[src/hdl/dcb_pkg.sv]
// ----------------------------------------------------------------------------
// dcb_pkg - shared definitions for the DC blocking filter
// Constants, defaults and the tag that travels with each sample word.
// ----------------------------------------------------------------------------
package dcb_pkg;

  localparam int CHANNELS_DEF    = 8;
  localparam int SAMPLE_BITS_DEF = 24;

  // Channel index and pole coefficient widths are fixed by the interface.
  localparam int CHAN_BITS  = 3;
  localparam int COEF_BITS  = 24;
  localparam logic [COEF_BITS-1:0] COEF_RESET = 24'd16766239;

  // Depth of the queue between the front end and the arithmetic core.
  localparam int QUEUE_DEPTH = 2;

  // Classification of one word, worked out by the front end.
  typedef struct packed {
    logic                 clear;    // zero every history before filtering
    logic                 known;    // channel has history storage
    logic [CHAN_BITS-1:0] channel;
  } tag_t;

endpackage

[src/hdl/dcb_front.sv]
// ----------------------------------------------------------------------------
// dcb_front - input stage
// Registers each accepted word and classifies its channel before queueing.
// ----------------------------------------------------------------------------
module dcb_front #(
  parameter int CHANNELS    = dcb_pkg::CHANNELS_DEF,
  parameter int SAMPLE_BITS = dcb_pkg::SAMPLE_BITS_DEF
) (
  input  logic                   clk,
  input  logic                   rst,
  input  logic                   in_valid,
  output logic                   in_ready,
  input  logic [SAMPLE_BITS-1:0] in_sample,
  input  logic [dcb_pkg::CHAN_BITS-1:0] in_channel,
  input  logic                   in_clear,
  output logic                   push,
  input  logic                   push_ready,
  output logic [SAMPLE_BITS-1:0] push_sample,
  output dcb_pkg::tag_t          push_tag
);

  logic held;

  assign in_ready = !held || push_ready;
  assign push     = held;

  always_ff @(posedge clk) begin
    if (rst) begin
      held <= 1'b0;
    end else if (in_ready) begin
      held <= in_valid;
    end
  end

  always_ff @(posedge clk) begin
    if (in_valid && in_ready) begin
      push_sample      <= in_sample;
      push_tag.channel <= in_channel;
      push_tag.known   <= (32'(in_channel) < CHANNELS);
      push_tag.clear   <= in_clear;
    end
  end

endmodule

[src/hdl/dcb_queue.sv]
// ----------------------------------------------------------------------------
// dcb_queue - short word queue
// Small register queue that lets the front end and the core stall apart.
// ----------------------------------------------------------------------------
module dcb_queue #(
  parameter int WIDTH = 32,
  parameter int DEPTH = dcb_pkg::QUEUE_DEPTH
) (
  input  logic             clk,
  input  logic             rst,
  input  logic             wr_valid,
  output logic             wr_ready,
  input  logic [WIDTH-1:0] wr_data,
  output logic             rd_valid,
  input  logic             rd_ready,
  output logic [WIDTH-1:0] rd_data
);

  localparam int PTR_BITS = (DEPTH > 1) ? $clog2(DEPTH) : 1;
  localparam int CNT_BITS = $clog2(DEPTH + 1);

  logic [WIDTH-1:0]    store [DEPTH];
  logic [PTR_BITS-1:0] wr_ptr;
  logic [PTR_BITS-1:0] rd_ptr;
  logic [CNT_BITS-1:0] count;
  logic                do_wr;
  logic                do_rd;

  assign wr_ready = (count < CNT_BITS'(DEPTH));
  assign rd_valid = (count != '0);
  assign rd_data  = store[rd_ptr];
  assign do_wr    = wr_valid && wr_ready;
  assign do_rd    = rd_valid && rd_ready;

  always_ff @(posedge clk) begin
    if (do_wr) begin
      store[wr_ptr] <= wr_data;
    end
  end

  always_ff @(posedge clk) begin
    if (rst) begin
      wr_ptr <= '0;
      rd_ptr <= '0;
      count  <= '0;
    end else begin
      if (do_wr) begin
        wr_ptr <= (wr_ptr == PTR_BITS'(DEPTH - 1)) ? '0 : wr_ptr + 1'b1;
      end
      if (do_rd) begin
        rd_ptr <= (rd_ptr == PTR_BITS'(DEPTH - 1)) ? '0 : rd_ptr + 1'b1;
      end
      if (do_wr && !do_rd) begin
        count <= count + 1'b1;
      end else if (do_rd && !do_wr) begin
        count <= count - 1'b1;
      end
    end
  end

endmodule

[src/hdl/dcb_core.sv]
// ----------------------------------------------------------------------------
// dcb_core - filter arithmetic and channel history
// One multiply-add per word against the channel history, then saturation.
// ----------------------------------------------------------------------------
module dcb_core #(
  parameter int CHANNELS    = dcb_pkg::CHANNELS_DEF,
  parameter int SAMPLE_BITS = dcb_pkg::SAMPLE_BITS_DEF
) (
  input  logic                   clk,
  input  logic                   rst,
  input  logic                   cfg_write,
  input  logic [dcb_pkg::COEF_BITS-1:0] cfg_coef,
  input  logic                   q_valid,
  output logic                   q_ready,
  input  logic [SAMPLE_BITS-1:0] q_sample,
  input  dcb_pkg::tag_t          q_tag,
  output logic                   out_valid,
  input  logic                   out_ready,
  output logic [SAMPLE_BITS-1:0] out_sample,
  output logic [dcb_pkg::CHAN_BITS-1:0] out_channel,
  output logic                   out_clipped
);

  localparam int CB       = dcb_pkg::COEF_BITS;
  localparam int HB       = SAMPLE_BITS + 2;     // history keeps two bits of headroom
  localparam int PW       = CB + HB + 1;         // signed product width
  localparam int FW       = PW - CB;             // rounded feedback width
  localparam int SW       = SAMPLE_BITS + 4;     // exact sum width
  localparam int IDX_BITS = (CHANNELS > 1) ? $clog2(CHANNELS) : 1;

  localparam logic signed [PW-1:0] ROUND_HALF = PW'(1) << (CB - 1);
  localparam logic signed [SW-1:0] HIST_MAX   = {{(SW-HB+1){1'b0}}, {(HB-1){1'b1}}};
  localparam logic signed [SW-1:0] HIST_MIN   = ~HIST_MAX;
  localparam logic signed [SW-1:0] SAMP_MAX   =
    {{(SW-SAMPLE_BITS+1){1'b0}}, {(SAMPLE_BITS-1){1'b1}}};
  localparam logic signed [SW-1:0] SAMP_MIN   = ~SAMP_MAX;

  logic [CB-1:0]                  coef;
  logic signed [SAMPLE_BITS-1:0]  last_input  [CHANNELS];
  logic signed [HB-1:0]           last_output [CHANNELS];

  logic [IDX_BITS-1:0]            idx;
  logic                           pop;
  logic signed [SAMPLE_BITS-1:0]  x;
  logic signed [SAMPLE_BITS-1:0]  li;
  logic signed [HB-1:0]           lo;
  logic signed [CB:0]             coef_s;
  logic signed [PW-1:0]           prod;
  logic signed [PW-1:0]           prod_rnd;
  logic signed [FW-1:0]           fb;
  logic signed [SW-1:0]           sum;
  logic signed [HB-1:0]           hist_next;
  logic [SAMPLE_BITS-1:0]         y_next;
  logic                           clip_next;

  assign idx     = IDX_BITS'(q_tag.channel);
  assign q_ready = !out_valid || out_ready;
  assign pop     = q_valid && q_ready;

  // A clear in this word makes the history read as zero for it.
  assign x        = signed'(q_sample);
  assign li       = q_tag.clear ? '0 : last_input[idx];
  assign lo       = q_tag.clear ? '0 : last_output[idx];
  assign coef_s   = signed'({1'b0, coef});
  assign prod     = coef_s * lo;
  assign prod_rnd = prod + ROUND_HALF;
  assign fb       = prod_rnd[PW-1:CB];
  assign sum      = SW'(x) - SW'(li) + SW'(fb);

  always_comb begin
    if (sum > HIST_MAX) begin
      hist_next = HIST_MAX[HB-1:0];
    end else if (sum < HIST_MIN) begin
      hist_next = HIST_MIN[HB-1:0];
    end else begin
      hist_next = sum[HB-1:0];
    end

    clip_next = 1'b0;
    if (!q_tag.known) begin
      y_next = q_sample;
    end else if (sum > SAMP_MAX) begin
      y_next    = SAMP_MAX[SAMPLE_BITS-1:0];
      clip_next = 1'b1;
    end else if (sum < SAMP_MIN) begin
      y_next    = SAMP_MIN[SAMPLE_BITS-1:0];
      clip_next = 1'b1;
    end else begin
      y_next = sum[SAMPLE_BITS-1:0];
    end
  end

  always_ff @(posedge clk) begin
    if (rst) begin
      coef <= dcb_pkg::COEF_RESET;
    end else if (cfg_write) begin
      coef <= cfg_coef;
    end
  end

  // The channel in use takes its new history; with a clear, every other
  // channel is zeroed in the same cycle.
  always_ff @(posedge clk) begin
    if (rst) begin
      for (int i = 0; i < CHANNELS; i++) begin
        last_input[i]  <= '0;
        last_output[i] <= '0;
      end
    end else if (pop) begin
      for (int i = 0; i < CHANNELS; i++) begin
        if (q_tag.known && idx == IDX_BITS'(i)) begin
          last_input[i]  <= x;
          last_output[i] <= hist_next;
        end else if (q_tag.clear) begin
          last_input[i]  <= '0;
          last_output[i] <= '0;
        end
      end
    end
  end

  always_ff @(posedge clk) begin
    if (rst) begin
      out_valid <= 1'b0;
    end else if (q_ready) begin
      out_valid <= q_valid;
    end
  end

  always_ff @(posedge clk) begin
    if (pop) begin
      out_sample  <= y_next;
      out_channel <= q_tag.channel;
      out_clipped <= clip_next;
    end
  end

endmodule

[src/hdl/dc_blocking_filter.sv]
// ----------------------------------------------------------------------------
// dc_blocking_filter - multichannel DC blocking high-pass filter
// y = x - x_prev + c * y_prev per channel, rounded, saturated and flagged.
// ----------------------------------------------------------------------------
//
// Channel   Direction  Handshake                     Content
// s_axis    in         s_axis_tvalid/s_axis_tready   sample, channel, clear
// m_axis    out        m_axis_tvalid/m_axis_tready   filtered sample, channel, clip
// cfg       in         cfg_valid/cfg_ready           pole coefficient (Q0.24)
//
// One word is accepted every clock cycle in steady flow; a word passes the
// input register, then the queue and the output register, before it appears
// on m_axis. The rate is set by the multiply-add that closes the history loop
// of a channel combinationally, so consecutive words of the same channel
// follow each other without a gap. Reset clears every channel history and
// loads the default coefficient. A stall on m_axis backs up into the
// two-entry queue and then into the input register before s_axis_tready falls.
//
module dc_blocking_filter #(
  parameter int CHANNELS    = dcb_pkg::CHANNELS_DEF,
  parameter int SAMPLE_BITS = dcb_pkg::SAMPLE_BITS_DEF
) (
  input  logic clk,
  input  logic rst,

  // Input words: tdata [SAMPLE_BITS-1:0] sample_in, zero padding above.
  input  logic                          s_axis_tvalid,
  output logic                          s_axis_tready,
  input  logic [((SAMPLE_BITS+7)/8)*8-1:0] s_axis_tdata,
  // tuser [2:0] channel_in, [3] clear_history
  input  logic [dcb_pkg::CHAN_BITS:0]   s_axis_tuser,

  // Output words: tdata [SAMPLE_BITS-1:0] sample_out, zero padding above.
  output logic                          m_axis_tvalid,
  input  logic                          m_axis_tready,
  output logic [((SAMPLE_BITS+7)/8)*8-1:0] m_axis_tdata,
  // tuser [2:0] channel_out, [3] clipped
  output logic [dcb_pkg::CHAN_BITS:0]   m_axis_tuser,

  // Coefficient writes; to be issued only while the filter is idle.
  input  logic                          cfg_valid,
  output logic                          cfg_ready,
  input  logic [dcb_pkg::COEF_BITS-1:0] cfg_data
);

  localparam int DATA_BITS  = ((SAMPLE_BITS + 7) / 8) * 8;
  localparam int CB         = dcb_pkg::CHAN_BITS;
  localparam int QUEUE_BITS = SAMPLE_BITS + $bits(dcb_pkg::tag_t);

  logic                   push;
  logic                   push_ready;
  logic [SAMPLE_BITS-1:0] push_sample;
  dcb_pkg::tag_t          push_tag;

  logic                   q_valid;
  logic                   q_ready;
  logic [QUEUE_BITS-1:0]  q_data;
  logic [SAMPLE_BITS-1:0] q_sample;
  dcb_pkg::tag_t          q_tag;

  logic [SAMPLE_BITS-1:0] out_sample;
  logic [CB-1:0]          out_channel;
  logic                   out_clipped;

  // The coefficient register is always free to take a write.
  assign cfg_ready = 1'b1;

  // Front end: registers the word and works out whether its channel has history.
  dcb_front #(
    .CHANNELS    (CHANNELS),
    .SAMPLE_BITS (SAMPLE_BITS)
  ) u_front (
    .clk         (clk),
    .rst         (rst),
    .in_valid    (s_axis_tvalid),
    .in_ready    (s_axis_tready),
    .in_sample   (s_axis_tdata[SAMPLE_BITS-1:0]),
    .in_channel  (s_axis_tuser[CB-1:0]),
    .in_clear    (s_axis_tuser[CB]),
    .push        (push),
    .push_ready  (push_ready),
    .push_sample (push_sample),
    .push_tag    (push_tag)
  );

  // Queue between the front end and the arithmetic core.
  dcb_queue #(
    .WIDTH (QUEUE_BITS),
    .DEPTH (dcb_pkg::QUEUE_DEPTH)
  ) u_queue (
    .clk      (clk),
    .rst      (rst),
    .wr_valid (push),
    .wr_ready (push_ready),
    .wr_data  ({push_tag, push_sample}),
    .rd_valid (q_valid),
    .rd_ready (q_ready),
    .rd_data  (q_data)
  );

  assign q_sample = q_data[SAMPLE_BITS-1:0];
  assign q_tag    = q_data[QUEUE_BITS-1:SAMPLE_BITS];

  // Back end: history, multiply-add, saturation and the output register.
  dcb_core #(
    .CHANNELS    (CHANNELS),
    .SAMPLE_BITS (SAMPLE_BITS)
  ) u_core (
    .clk         (clk),
    .rst         (rst),
    .cfg_write   (cfg_valid && cfg_ready),
    .cfg_coef    (cfg_data),
    .q_valid     (q_valid),
    .q_ready     (q_ready),
    .q_sample    (q_sample),
    .q_tag       (q_tag),
    .out_valid   (m_axis_tvalid),
    .out_ready   (m_axis_tready),
    .out_sample  (out_sample),
    .out_channel (out_channel),
    .out_clipped (out_clipped)
  );

  assign m_axis_tdata = DATA_BITS'(out_sample);
  assign m_axis_tuser = {out_clipped, out_channel};

  // A clipped word must sit exactly on one of the two rails.
  assert property (@(posedge clk) disable iff (rst)
    (m_axis_tvalid && out_clipped) |->
      (out_sample == {1'b0, {(SAMPLE_BITS-1){1'b1}}} ||
       out_sample == {1'b1, {(SAMPLE_BITS-1){1'b0}}}))
    else $error("clipped word is not at a saturation rail");

  // A channel without history passes straight through and is never clipped.
  assert property (@(posedge clk) disable iff (rst)
    (m_axis_tvalid && (32'(out_channel) >= CHANNELS)) |-> !out_clipped)
    else $error("pass-through word flagged as clipped");

  // Nothing is presented in the cycle after reset.
  assert property (@(posedge clk) rst |=> !m_axis_tvalid)
    else $error("output valid straight after reset");

  // With the output free, the core never holds back a queued word.
  assert property (@(posedge clk) disable iff (rst)
    (q_valid && !m_axis_tvalid) |-> q_ready)
    else $error("core stalled with an empty output register");

endmodule

[config.mk]
export PLATFORM = sky130hd
export DESIGN_NAME = dc_blocking_filter
export DESIGN_NICKNAME = d
export VERILOG_FILES = /design/src/hdl/dcb_pkg.sv /design/src/hdl/dcb_front.sv /design/src/hdl/dcb_queue.sv /design/src/hdl/dcb_core.sv /design/src/hdl/dc_blocking_filter.sv
export SDC_FILE = /design/constraint.sdc
export NUM_CORES = 2
export LEC_CHECK = 0
export BUFFER_PORTS_ARGS = -buffer_cell sky130_fd_sc_hd__clkbuf_2
export CAP_MARGIN = 20
export CORE_UTILIZATION = 38
export DETAILED_ROUTE_END_ITERATION = 16
export PLACE_DENSITY = 0.65
export SETUP_SLACK_MARGIN = 0.4
export SLEW_MARGIN = 20
export SYNTH_ARGS = -nofsm -noshare
export SYNTH_HDL_FRONTEND = slang
export SYNTH_SLANG_ARGS = --single-unit
[constraint.sdc]
create_clock -name clk -period 15.4 [get_ports clk]
set_input_delay 3.08 -clock clk [delete_from_list [all_inputs] [get_ports clk]]
set_output_delay 3.08 -clock clk [all_outputs]
set_load 0.005 [all_outputs]
## Word level (Yosys, flattened, before mapping)

Memories as Yosys holds them, arrays and structs flattened. A register that Yosys moved wholly into a read port is not among the register bits.
Cells that the tools add are included.

| storage, ports and cells | value |
|---|---|
| register bits after elaboration | 86 |
| bits in writable memories | 456 |
| bits of input ports | 57 |
| output and inout bits | 31 |
| word-level logic and storage cells | 205 |
| memories kept | 3 |

| cells by class | value |
|---|---|
| add/subtract/negate cells | 7 |
| $mul | 1 |
| magnitude comparators | 5 |
| eq/ne operators | 7 |
| mux-type cells | 116 |
| bitwise logic cells | 32 |
| reductions and logical operators | 22 |

Memory list:

| name | words | width | read ports | clocked after Yosys merged registers in | wr ports | line | text |
|---|---|---|---|---|---|---|---|
| u_core.last_output | 8 | 26 | 1 | 0 | 8 | dcb_core.sv:40 | `logic signed [HB-1:0] last_output [CHANNELS];` |
| u_core.last_input | 8 | 24 | 1 | 0 | 8 | dcb_core.sv:39 | `logic signed [SAMPLE_BITS-1:0] last_input [CHANNELS];` |
| u_queue.store | 2 | 28 | 1 | 1 | 1 | dcb_queue.sv:22 | `logic [WIDTH-1:0] store [DEPTH];` |

Operators with widths:

| operator | count |
|---|---|
| 26-bit two-way mux | 19 |
| 24-bit two-way mux | 20 |
| 1-bit two-way mux | 75 |
| 51-bit by 25-bit adder with 51-bit output (second input constant) | 1 |
| 25-bit by 26-bit multiplier with 51-bit output | 1 |
| 1-bit bitwise OR | 32 |
| 25-bit by 27-bit adder with 28-bit output | 1 |
| 28-bit by 24-bit greater-than comparator with 1-bit output (second input constant) | 1 |
| 28-bit by 26-bit greater-than comparator with 1-bit output (second input constant) | 1 |
| 28-bit by 24-bit less-than comparator with 1-bit output (second input constant) | 1 |
| 28-bit by 26-bit less-than comparator with 1-bit output (second input constant) | 1 |
| 24-bit by 24-bit subtractor with 25-bit output | 1 |
| 3-bit == test (second input constant) | 4 |
| 1-bit logical AND (first input constant) | 8 |
| 3-bit by 2-bit == test with 1-bit output (second input constant) | 2 |
| 1-bit logical AND | 5 |
| 1-bit logical NOT | 4 |
| 2-bit two-way mux | 2 |
| 2-bit nonzero test | 2 |
| 3-bit by 1-bit == test with 1-bit output (second input constant) | 1 |
| 3-bit logical NOT | 1 |
| 1-bit adder (second input constant) | 2 |
| 2-bit by 1-bit adder with 2-bit output (second input constant) | 1 |
| 1-bit logical OR | 2 |
| other kinds (2) | 2 |

## Longest topological paths before layout

An unclocked memory read counts as a cell.

| logic depth | value |
|---|---|
| depth after elaboration | 10 |
| gate-level depth with buffers | 54 |
| gate-level depth less buffers | 48 |

## Hierarchy

Synthesis repeated with hierarchy kept, for this count alone.

| unflattened totals | value |
|---|---|
| cell total of the unflattened synthesis | 4378 |
| area, all modules | 48454.0 um2 |

Modules (own cells, without submodules):

| module | times used | cells each | area each (um2) | seq. area each (um2) |
|---|---|---|---|---|
| dcb_core | 1 | 4227 | 45222.1 | 13352.8 |
| dcb_queue | 1 | 113 | 2306.0 | 1841.8 |
| dcb_front | 1 | 35 | 907.1 | 860.8 |
| dc_blocking_filter | 1 | 3 | 18.8 | 0.0 |

## Worst setup path before layout

Ideal clock, no wire load.

| path | value |
|---|---|
| kind | register to register |
| from | register (tool-made name) |
| to | register u_core.out_sample[12] (data pin) |
| library setup time | 0.147 ns |
| arrival | 11.302 ns |
| required time | 15.253 ns |
| path slack | 3.951 ns |
| cell stages (with the launch flop) | 53 |
| path buffers | 7 |
| clock period less this slack | 11.449 ns |
| cells stage by stage | dfxtp_1 > nand2b_1 > and2_1 > clkbuf_1 > inv_2 > clkbuf_1 > buf_2 > buf_1 > nand2_1 > a311oi_1 > a31oi_1 > nor2_1 > clkbuf_1 > and2_1 > fa_1 > fa_1 > inv_1 > fa_1 > (+17 left out) > o21bai_1 > xnor2_1 > fa_1 > inv_1 > ha_1 > a21oi_1 > o21ai_0 > nand3_1 > a21oi_1 > o21ai_0 > nand3b_1 > a221oi_1 > xnor2_1 > clkbuf_1 > clkinv_1 > o31a_1 > buf_2 > o21ai_1 |

RTL lines:

| what | line | text |
|---|---|---|
| to (signal assigned) | dcb_core.sv:132 | `out_sample <= y_next;` |
| to (decl) | dcb_core.sv:19 | `output logic [SAMPLE_BITS-1:0] out_sample,` |

==> reports/metrics.yaml <==
outcome: "finished, final reports clean"
rows: 130
start_kind: "flop"
syn_area_per_cell_um2: 9.98
r2r-start: "u_queue.store[0][25]"
antenna_found_initial: 1
critical_path_required_ns: 15.73
dp_hpwl_mm: 92.1
ys_warn_count: 0
worstPathArrival_ns: 14.43
vias: 33700
cp_max_fo: 96
slowest_stage: "or2_1"
cts_hold_buffers: 0
cp_top_family: "compound AO/OA/AOI/OAI gates"
gp_congestion: 0.898
ys_ff_latch: 543
fp.dieW_um: 358
grt_max_degree: 97
synth_edf_count: 512
finalMaxSlewViolations: 0
ys.flop_type: "edfxtp_1"
rsz0062_at_grt: "false"
hold_viol: 0
setup_viol: 0
max_stage_delay_ns: 0.75
ios: 88
routedWlPerCell_um: 19.4
synth_nets: 5755
drv_cap: 0
cts_resized: 0
multiInputGateArea_mm2: 0.0281
start_util: 0.383
cp.depth: 49
clk_latency_ns: 0.67
design.core.area_mm2: 0.126
startpoint: "u_queue.store[0][25]"
cts_setup_buffers: 0
use_met3: 0.0326
finalCritPeriodShare: 0.916
rr_worst_depth: 49
crit_path_frequent_cell: "fa_1"
grt.met1_usage: 0.282
rr_endpoint: "u_core.last_output[5][12]"
path_class: "reg2reg"
clock.fmax_ghz: 0.0709
synthDistinctLibCells: 74
portBuffers: 86
hp-class: "reg2reg"
numClockSinks: 543
grt_pass1_wl_mm: 200
drive_gt1_frac: 0.0697
grt_pass1_vias: 34400
worst_clock_skew_ns: 0.0682
relSlewSlack: 0.198
grt_overflow: 0
tns_ns: 0
ctsRootBufferMaster: "clkbuf_16"
regArea_mm2: 0.0160
fin_crit_ns: 14.11
drtIter0Drc: 2868
path_clk_slew_ns: 0.06
endpoint: "u_core.last_output[5][12]"
ctsHtreeMaxLevel: 2
vias_per_cell: 5.18
wl_mm: 126
syn_inst: 4823
layout-area-overhead-vs-synth_pct: 9.13
gr-usage-all-layers: 0.201
netlist_area_mm2: 0.0482
drcViolationCount: 0
min-delay-start: "u_front.push_sample[22]"
worst_slew_pin_slew_ns: 1.19
end_kind: "flop"
cts_max_path_buffers: 3
cts_tree: "yes"
busiest_layer: "met2"
cp_num_buf_inv: 9
first_pass_iters: 5
synthArstFlopShare: 0
grt_util_met2: 0.323
chipHeight_um: 358
die_area_mm2: 0.128
reg2reg_slack_ns: 1.29
drtAntennaViolNets: 0
nets: 5737
numCtsBuffers: 54
yosysSeqAreaShare: 0.332
fill_cells: 12000
-- metrics by stage --
| stage | util | instance area (um2) | std cells | worst slack (ns) | hold WS, ns |
|---|---|---|---|---|---|
| after floorplan | - | 48200 | 4823 | 3.95 | 0.421 |
| final | 0.418 | 52600 | 6502 | 1.29 | 0.444 |
| after CTS | 0.418 | 52500 | 6501 | 1.48 | 0.447 |
| after detailed placement | 0.403 | 50600 | 6399 | 1.56 | 0.431 |
| after global placement | 0.403 | 50600 | 6399 | 1.65 | 0.424 |
| after global routing | 0.418 | 52500 | 6501 | 0.583 | 0.460 |
-- state kept, by name, indices dropped and copies added, names as in the netlist, named ones only --
name	count
u_core.last_input	192
u_queue.count	2
u_queue.store	56
u_front.push_sample	24
u_core.out_valid	1
u_queue.rd_ptr	1
u_core.out_sample	24
u_core.out_channel	3
u_core.out_clipped	1
u_core.last_output	208
u_queue.wr_ptr	1
u_front.push_tag	4
u_core.coef	24
u_front.push	1
-- layer usage --
layer	routed length [um]	part of all wire
met2	59300	0.47
met5	9	0.000071
met1	54500	0.43
met3	9640	0.076
met4	2990	0.024
-- synthesized netlist by cell type, types with 38 or more instances --
cell	count	area share
mux2i_1	50	0.010
nor2_1	266	0.021
nand2_1	685	0.053
clkbuf_1	237	0.018
and2_1	375	0.049
a21o_1	38	0.0059
nand3_1	229	0.024
o21ai_1	213	0.022
fa_1	681	0.28
edfxtp_1	512	0.32
a21oi_1	82	0.0085
ha_1	194	0.050
xnor2_1	43	0.0078
inv_1	839	0.065
o21ai_0	44	0.0046
-- how the worst min path moves through the flow --
stage                                 to  slack [ns]  cells past startpoint
global placement     u_queue.store[1][5]        0.42                      0
CTS                  u_queue.store[0][5]        0.45                      0
global route         u_queue.store[0][1]        0.46                      0
floorplan            u_queue.store[0][0]        0.42                      0
finish              u_queue.store[0][22]        0.44                      0
detailed placement  u_queue.store[0][16]        0.43                      0
-- worst register-to-register path: cells and delay by family, from the launching register on --
kind                       cells  cell delay, ns
DFF                            1            0.42
AOI/OAI and AO/OA             18            4.40
buffers and inverters          9            1.36
xor gates and xnor gates       2            0.52
adders and majority gates     10            4.37
and+or+nand+nor               10            2.70
-- cells by family (layout without fill, tap and decap cells) --
kind of cell	Yosys count	count (layout)	share of synthesized area
compound gates	499	499	0.0618
other cells	1	2	0.0000779
mux	54	54	0.0118
xor+xnor	66	66	0.0120
simple gates	1666	1666	0.161
buf+inv	1119	1147	0.0879
flops	543	543	0.332
fa+ha+maj	875	875	0.334
-- cells in the final DEF (no fill, tap or decap), types with 11 or more instances in the layout --
master,n
clkinv_2,11
nor3_1,26
o21ai_0,38
clkbuf_2,86
a21o_1,38
nand2b_1,15
a31oi_1,29
a311oi_1,21
buf_4,114
ha_1,194
nor2_1,266
and2_1,374
mux2i_1,48
nand4_1,14
edfxtp_1,512
and3_1,25
nand2_1,683
fa_1,680
clkbuf_16,54
o21ai_1,213
inv_1,838
dfxtp_1,30
nand3_1,227
xnor2_1,39
xor2_1,20
a21oi_1,79
-- layout make-up --
type                    count  share of cell area
well taps                1650              0.0393
repair buffers            201              0.0247
inverters                 844              0.0604
multi-input cells        3161               0.535
clock buffers              64              0.0268
flip-flops and latches    543               0.304
clock inverters            38             0.00955
diodes                      1           0.0000476
Power is left out: the tool's default activity adds up to more than one toggle a clock period on the data nets, which glitch-free logic cannot reach.
